`config.mk`:
```
export PLATFORM = sky130hd
export DESIGN_NAME = xorshift_bounded_random
export DESIGN_NICKNAME = d
export VERILOG_FILES = /design/src/rtl/core/xbr_pkg.sv /design/src/rtl/core/xorshift_bounded_random.sv
export VERILOG_INCLUDE_DIRS = /design/src /design/src/rtl/core
export SDC_FILE = /design/constraint.sdc
export NUM_CORES = 2
export LEC_CHECK = 0
export BUFFER_PORTS_ARGS = -buffer_cell sky130_fd_sc_hd__buf_2
export CELL_PAD_IN_SITES_DETAIL_PLACEMENT = 1
export CELL_PAD_IN_SITES_GLOBAL_PLACEMENT = 1
export CORE_MARGIN = 3
export CORE_UTILIZATION = 50
export DETAILED_ROUTE_END_ITERATION = 6
export PLACE_DENSITY = 0.91
export SYNTH_ARGS = -nofsm -noshare
export SYNTH_HDL_FRONTEND = slang
export SYNTH_SLANG_ARGS = --single-unit
```
`constraint.sdc`:
```
create_clock -name clock -period 10.2 [get_ports clock]
set_input_delay 1.53 -clock clock [delete_from_list [all_inputs] [get_ports clock]]
set_output_delay 1.53 -clock clock [all_outputs]
set_load 0.005 [all_outputs]
```
`src/rtl/core/xorshift_bounded_random_macros.svh`:
```
// Assertion helpers for the bounded random generator.
`ifndef XORSHIFT_BOUNDED_RANDOM_MACROS_SVH
`define XORSHIFT_BOUNDED_RANDOM_MACROS_SVH

// Checks a property on every rising clock edge outside reset.
`define XBR_ASSERT(label, prop, msg) \
   label: assert property (@(posedge clock) disable iff (reset) prop) else $error(msg);

// Checks that a condition never holds outside reset.
`define XBR_NEVER(label, cond, msg) \
   label: assert property (@(posedge clock) disable iff (reset) !(cond)) else $error(msg);

`endif

```
`src/rtl/core/xbr_pkg.sv`:
```
package xbr_pkg;

   typedef enum logic [1:0] {
      FUNC_RAW     = 2'd0,
      FUNC_BYTE    = 2'd1,
      FUNC_WORD_U  = 2'd2,
      FUNC_WORD_S  = 2'd3
   } func_type;

   typedef enum logic [2:0] {
      ST_IDLE,
      ST_SETUP,
      ST_STEP,
      ST_MOD,
      ST_CHECK,
      ST_MUL,
      ST_ADD,
      ST_FINISH
   } state_type;

   localparam logic [31:0] GEN_RESET     = 32'h1234_5678;
   localparam logic [31:0] GEN_ZERO_FILL = 32'hdead_beef;
   localparam logic [31:0] SIGN_FLIP     = 32'h8000_0000;
   localparam int unsigned SHIFT_A       = 13;
   localparam int unsigned SHIFT_B       = 17;
   localparam int unsigned SHIFT_C       = 5;
   localparam logic [9:0]  BYTE_SPAN     = 10'd256;
   localparam logic [2:0]  MOD_LAST_BIT  = 3'd7;

endpackage

```
`src/rtl/core/xorshift_bounded_random.sv`:
```
// A request takes one transfer on the req_ channel and returns exactly one
// transfer on the rsp_ channel. The block works on one request at a time and
// holds req_stall high until it is idle again; a finished result waits in the
// output register, so the next request can be taken while it is pending. A raw
// word steps the generator once; an equal-bounds request returns that bound
// without a draw; a 32-bit range request draws, then the 32x32 multiply has its
// own state before the low bound is added; an 8-bit range request draws a byte,
// the 9-bit compare-and-subtract unit forms the remainder one bit per cycle,
// and a check for rejection follows; a rejected byte repeats the draw.
`include "xorshift_bounded_random_macros.svh"

module xorshift_bounded_random
   import xbr_pkg::*;
(
   input  logic        clock,
   input  logic        reset,
   input  logic        req_valid,
   output logic        req_stall,
   input  logic [1:0]  req_func,
   input  logic [31:0] req_low_bound,
   input  logic [31:0] req_high_bound,
   output logic        rsp_valid,
   input  logic        rsp_stall,
   output logic [31:0] rsp_value
);

   state_type   state_ff, state_in;
   func_type    func_ff, func_in;
   logic [31:0] gen_ff, gen_in;
   logic [31:0] lo_ff, lo_in;
   logic [31:0] hi_ff, hi_in;
   logic [31:0] range_ff, range_in;
   logic [31:0] rnd_ff, rnd_in;
   logic [63:0] prod_ff, prod_in;
   logic [7:0]  rem_ff, rem_in;
   logic [2:0]  cnt_ff, cnt_in;
   logic [31:0] result_ff, result_in;
   logic        rsp_valid_ff, rsp_valid_in;
   logic [31:0] rsp_value_ff, rsp_value_in;

   logic        req_accept;
   logic        rsp_load;
   logic [31:0] gen_step;
   logic [31:0] gen_next;
   logic [31:0] bound_a;
   logic [31:0] bound_b;
   logic [31:0] key_a;
   logic [31:0] key_b;
   logic        bounds_equal;
   logic        bounds_swap;
   logic [31:0] bound_lo;
   logic [31:0] bound_hi;
   logic [8:0]  mod_trial;
   logic        mod_fits;
   logic [9:0]  block_end;
   logic        byte_reject;

   assign req_stall  = (state_ff != ST_IDLE);
   assign req_accept = req_valid && !req_stall;
   assign rsp_valid  = rsp_valid_ff;
   assign rsp_value  = rsp_value_ff;
   assign rsp_load   = (state_ff == ST_FINISH) && (!rsp_valid_ff || !rsp_stall);

   always_comb begin
      gen_step = gen_ff ^ (gen_ff << SHIFT_A);
      gen_step = gen_step ^ (gen_step >> SHIFT_B);
      gen_step = gen_step ^ (gen_step << SHIFT_C);
      gen_next = (gen_step != 32'd0) ? gen_step : GEN_ZERO_FILL;
   end

   // Bound ordering: byte mode looks at the low bytes only, signed mode
   // compares with the sign bit flipped.
   always_comb begin
      bound_a = (func_ff == FUNC_BYTE) ? {24'd0, lo_ff[7:0]} : lo_ff;
      bound_b = (func_ff == FUNC_BYTE) ? {24'd0, hi_ff[7:0]} : hi_ff;
      key_a   = (func_ff == FUNC_WORD_S) ? (bound_a ^ SIGN_FLIP) : bound_a;
      key_b   = (func_ff == FUNC_WORD_S) ? (bound_b ^ SIGN_FLIP) : bound_b;
      bounds_equal = (bound_a == bound_b);
      bounds_swap  = (key_a > key_b);
      bound_lo = bounds_swap ? bound_b : bound_a;
      bound_hi = bounds_swap ? bound_a : bound_b;
   end

   // Remainder unit: one restoring step per cycle.
   assign mod_trial = {rem_ff, rnd_ff[3'(MOD_LAST_BIT - cnt_ff)]};
   assign mod_fits  = (mod_trial >= {1'b0, range_ff[7:0]});

   // A byte is rejected when its block of width r would run past 256.
   assign block_end   = {2'd0, rnd_ff[7:0]} - {2'd0, rem_ff} + {2'd0, range_ff[7:0]};
   assign byte_reject = (block_end > BYTE_SPAN);

   always_comb begin
      state_in = state_ff;
      unique case (state_ff)
         ST_IDLE: begin
            if (req_valid) begin
               state_in = ST_SETUP;
            end
         end
         ST_SETUP: begin
            if (func_ff != FUNC_RAW && bounds_equal) begin
               state_in = ST_FINISH;
            end else begin
               state_in = ST_STEP;
            end
         end
         ST_STEP: begin
            unique case (func_ff)
               FUNC_RAW:  state_in = ST_FINISH;
               FUNC_BYTE: state_in = ST_MOD;
               default:   state_in = ST_MUL;
            endcase
         end
         ST_MOD: begin
            if (cnt_ff == MOD_LAST_BIT) begin
               state_in = ST_CHECK;
            end
         end
         ST_CHECK: begin
            state_in = byte_reject ? ST_STEP : ST_FINISH;
         end
         ST_MUL:    state_in = ST_ADD;
         ST_ADD:    state_in = ST_FINISH;
         ST_FINISH: begin
            if (rsp_load) begin
               state_in = ST_IDLE;
            end
         end
         default:   state_in = ST_IDLE;
      endcase
   end

   always_comb begin
      func_in      = func_ff;
      gen_in       = gen_ff;
      lo_in        = lo_ff;
      hi_in        = hi_ff;
      range_in     = range_ff;
      rnd_in       = rnd_ff;
      prod_in      = prod_ff;
      rem_in       = rem_ff;
      cnt_in       = cnt_ff;
      result_in    = result_ff;
      rsp_valid_in = rsp_valid_ff && rsp_stall;
      rsp_value_in = rsp_value_ff;
      unique case (state_ff)
         ST_IDLE: begin
            if (req_accept) begin
               func_in = func_type'(req_func);
               lo_in   = req_low_bound;
               hi_in   = req_high_bound;
            end
         end
         ST_SETUP: begin
            lo_in     = bound_lo;
            hi_in     = bound_hi;
            range_in  = bound_hi - bound_lo;
            result_in = bound_a;
         end
         ST_STEP: begin
            gen_in    = gen_next;
            rnd_in    = gen_next;
            result_in = gen_next;
            rem_in    = 8'd0;
            cnt_in    = 3'd0;
         end
         ST_MOD: begin
            rem_in = mod_fits ? 8'(mod_trial - {1'b0, range_ff[7:0]}) : mod_trial[7:0];
            cnt_in = cnt_ff + 3'd1;
         end
         ST_CHECK: begin
            result_in = {24'd0, lo_ff[7:0] + rem_ff};
         end
         ST_MUL: begin
            prod_in = {32'd0, rnd_ff} * {32'd0, range_ff};
         end
         ST_ADD: begin
            result_in = lo_ff + prod_ff[63:32];
         end
         ST_FINISH: begin
            if (rsp_load) begin
               rsp_valid_in = 1'b1;
               rsp_value_in = result_ff;
            end
         end
         default: begin
            rsp_valid_in = rsp_valid_ff && rsp_stall;
         end
      endcase
   end

   always_ff @(posedge clock) begin
      if (reset) begin
         state_ff     <= ST_IDLE;
         gen_ff       <= GEN_RESET;
         rsp_valid_ff <= 1'b0;
      end else begin
         state_ff     <= state_in;
         gen_ff       <= gen_in;
         rsp_valid_ff <= rsp_valid_in;
      end
   end

   always_ff @(posedge clock) begin
      func_ff      <= func_in;
      lo_ff        <= lo_in;
      hi_ff        <= hi_in;
      range_ff     <= range_in;
      rnd_ff       <= rnd_in;
      prod_ff      <= prod_in;
      rem_ff       <= rem_in;
      cnt_ff       <= cnt_in;
      result_ff    <= result_in;
      rsp_value_ff <= rsp_value_in;
   end

   `XBR_NEVER(a_gen_nonzero, gen_ff == 32'd0, "Generator reached zero.")
   `XBR_ASSERT(a_accept_setup, req_accept |=> state_ff == ST_SETUP,
      "Accepted request did not enter setup.")
   `XBR_ASSERT(a_rem_bounded, state_ff == ST_MOD |-> rem_ff < range_ff[7:0],
      "Remainder is not below the byte range.")
   `XBR_ASSERT(a_byte_result, rsp_load && func_ff == FUNC_BYTE |=> rsp_value[31:8] == 24'd0,
      "Byte mode result has upper bits set.")

endmodule
```
==> flow_summary.json <==
{
  "cts_buffer_depth": 3,
  "synth.avg_cell_area_sq_um": 9.37,
  "gp_congestion": 0.965,
  "layout.cells.non_filler": 6424,
  "drtIter0Drc": 3464,
  "min_period_over_period_pct": 94.7,
  "syn-instance-count": 5196,
  "drc": 0,
  "route.met3.wl_um": 15900,
  "post-route-util_pct": 53.7,
  "vias": 39300,
  "core_sq_mm": 0.0957,
  "drive_gt1_share_pct": 5.49,
  "port_buffers": 103,
  "grt_overflow": 0,
  "dp.cells": 6364,
  "critPathKind": "reg2reg",
  "cts_buffers": 30,
  "cts_root_buffer": "clkbuf_16",
  "ctsHoldBuffers": 0,
  "critPathArrivalTime_ns": 10.02,
  "dpl.hpwl_um": 139000,
  "seq_area_frac_synth_pct": 16.1,
  "finalHoldViolCount": 0,
  "dieHeight_um": 318,
  "synth.net_count": 6522,
  "reg2reg_from": "range_ff[13]$_DFFE_PP_",
  "setup_tns_ns": 0,
  "worstPathMaxFanout": 32,
  "violations": "max-capacitance violations, max-slew violations",
  "clk_latency_ns": 0.64,
  "grt_max_degree": 95,
  "drv_slew": 66,
  "grt_pass1_wl_um": 270000,
  "critical_path.slowest_cell": "edfxtp_1",
  "ios": 104,
  "die_x_um": 318,
  "initial_utilization_pct": 50.9,
  "fmax_mhz": 104,
  "cts_resized": 0,
  "synth_flop_cell": "edfxtp_1",
  "postCtsSetupBuffers": 0,
  "ys_top_cells_by_count": "inv_1, fa_1, nand2_1",
  "yosysMostFrequentCell": "inv_1",
  "required_ns": 10.56,
  "ant_nets": 0,
  "cts.sinks": 273,
  "crit_end": "prod_ff[56]$_DFFE_PP_",
  "synth_top_area_share_pct": 37.0,
  "antenna_found_initial": 8,
  "max_slew_margin_pct": -4.02,
  "finalNetCount": 6457,
  "path_clk_slew_ns": 0.07,
  "area_growth_pct": 5.52,
  "yosys_warnings": 0,
  "topRoutingLayerUsed": "met5",
  "cp-startpoint": "range_ff[13]$_DFFE_PP_",
  "status": "finished with violations",
  "synth_top_cell_by_area": "fa_1",
  "h-tree-depth": 1,
  "wl_per_cell_um": 27.3,
  "routedLengthMet1_um": 59200,
  "ff2ff_path_depth": 30,
  "async_flop_share_pct": 0,
  "std_cell_rows": 113,
  "tightest_slew_ns": 1.56,
  "grt_usage_pct": 34.7,
  "avgViaCountPerCell": 6.12,
  "finalSetupViolCount": 0,
  "die-area_sq_mm": 0.101,
  "fin_skew_ns": 0.0365,
  "synth_cell_types": 86,
  "synth.area.top_cells": "fa_1, edfxtp_1, ha_1",
  "grt_setup_unrepaired": "false",
  "worst_path_largest_cell_delay_ns": 1.40,
  "hp-class": "reg2reg",
  "drv_cap": 2,
  "fin_crit_ns": 9.66,
  "drt-pass1-iter-count": 5,
  "netlist_area_sq_mm": 0.0487,
  "synth_enable_flop_cells": 237,
  "cp-start-kind": "flop",
  "yosys_register_bits": 273,
  "rrSetupSlack_ns": 0.54,
  "worstSetupEndpointType": "flop",
  "dr_wl_met2_um": 85200,
  "r2r-end": "prod_ff[56]$_DFFE_PP_",
  "cts_tree": "built",
  "wl_um": 175000,
  "grt_pass1_vias": 46300
}
kinds of logic after synthesis:
logic type,after synthesis,synth area share [%]
AO/OA/AOI/OAI,579,7.69
XOR/XNOR,166,2.99
adder cells (fa/ha/maj),1257,46.2
buffers and inverters,1238,9.64
flip-flops,273,16.1
multiplexers,21,0.506
AND/OR/NAND/NOR,1662,16.9
metrics by stage:
stage | instance area, sq um | setup WS (ns) | hold WS [ns]
global placement | 50300 | 1.36 | 0.405
CTS | 51400 | 0.714 | 0.423
floorplan | 48700 | 2.68 | 0.400
global route | 51400 | 0.332 | 0.424
finish | 51400 | 0.540 | 0.418
detailed placement | 50300 | 0.727 | 0.406
final cells by class:
cell class | instances | area, sq um
Multi-Input combinational cell | 3685 | 36200
Antenna cell | 5 | 12.5
Fill cell | 10800 | 44400
Tap cell | 1265 | 1580
Clock buffer | 32 | 768
Clock inverter | 23 | 255
Sequential cell | 273 | 7840
Timing Repair Buffer | 188 | 1150
Inverter | 953 | 3580
how the worst min path moves through the flow:
| stage | start | end | slack (ns) | depth (start not counted) |
|---|---|---|---|---|
| 2_1_floorplan | result_ff[0]$_DFFE_PP_ | rsp_value[0]$_DFFE_PP_ | 0.40 | 0 |
| 3_3_place_gp | result_ff[12]$_DFFE_PP_ | rsp_value[12]$_DFFE_PP_ | 0.40 | 0 |
| 3_5_place_dp | result_ff[20]$_DFFE_PP_ | rsp_value[20]$_DFFE_PP_ | 0.41 | 0 |
| 4_1_cts | result_ff[17]$_DFFE_PP_ | rsp_value[17]$_DFFE_PP_ | 0.42 | 0 |
| 5_1_grt | result_ff[17]$_DFFE_PP_ | rsp_value[17]$_DFFE_PP_ | 0.42 | 0 |
| 6_report | result_ff[17]$_DFFE_PP_ | rsp_value[17]$_DFFE_PP_ | 0.42 | 0 |
routing by layer:
layer	track usage (%)	vias up
met5	0	-
met4	24.9	8
met3	8.08	918
met2	58.9	2393
met1	38.4	20000
li1	-	16000
cells in the final DEF (no fill, tap or decap), types with 7 or more instances in the layout:
| cell type | Yosys | routed |
|---|---|---|
| a21o_1 | 53 | 53 |
| a211o_1 | 10 | 10 |
| inv_1 | 951 | 950 |
| clkbuf_16 | 0 | 30 |
| mux2i_1 | 15 | 15 |
| dfxtp_1 | 36 | 36 |
| nand2b_1 | 17 | 17 |
| a21oi_1 | 180 | 179 |
| nand4_1 | 25 | 25 |
| xnor2_1 | 106 | 105 |
| a221oi_1 | 7 | 7 |
| o21ai_1 | 7 | 7 |
| edfxtp_1 | 237 | 237 |
| nor2_1 | 169 | 169 |
| nand2_1 | 679 | 677 |
| and3_1 | 16 | 16 |
| nand3_1 | 48 | 48 |
| buf_4 | 3 | 85 |
| a31oi_1 | 36 | 36 |
| and2_1 | 610 | 610 |
| o21ai_0 | 118 | 118 |
| o21a_1 | 8 | 8 |
| fa_1 | 900 | 900 |
| o221ai_1 | 14 | 14 |
| xor2_1 | 60 | 60 |
| nand3b_1 | 7 | 7 |
| o22ai_1 | 15 | 15 |
| a22oi_1 | 10 | 10 |
| nor2b_1 | 28 | 28 |
| o211ai_1 | 14 | 14 |
| a211oi_1 | 14 | 14 |
| nor3_1 | 29 | 28 |
| ha_1 | 356 | 356 |
| o21bai_1 | 21 | 21 |
| a221o_1 | 7 | 7 |
| buf_2 | 13 | 103 |
registers in the layout, summed over array words and instances (netlist names):
| name | count |
|---|---|
| rnd_ff | 32 |
| range_ff | 32 |
| prod_ff | 32 |
| cnt_ff | 3 |
| state_ff | 3 |
| lo_ff | 32 |
| hi_ff | 32 |
| func_ff | 2 |
| rsp_value | 32 |
| gen_ff | 32 |
| rsp_valid | 1 |
| rem_ff | 8 |
| result_ff | 32 |
critical path: cells and delay by family, from the launching register on:
kind                     cells  cell delay [ns]
adder cells (fa/ha/maj)      9             3.90
XOR/XNOR                     1             0.15
AND/OR/NAND/NOR              3             0.65
AO/OA/AOI/OAI                8             2.53
flip-flops                   1             1.40
buffers and inverters        9             0.73
Power is left out: the tool's default activity adds up to more than one toggle a clock period on the data nets, which glitch-free logic cannot reach.
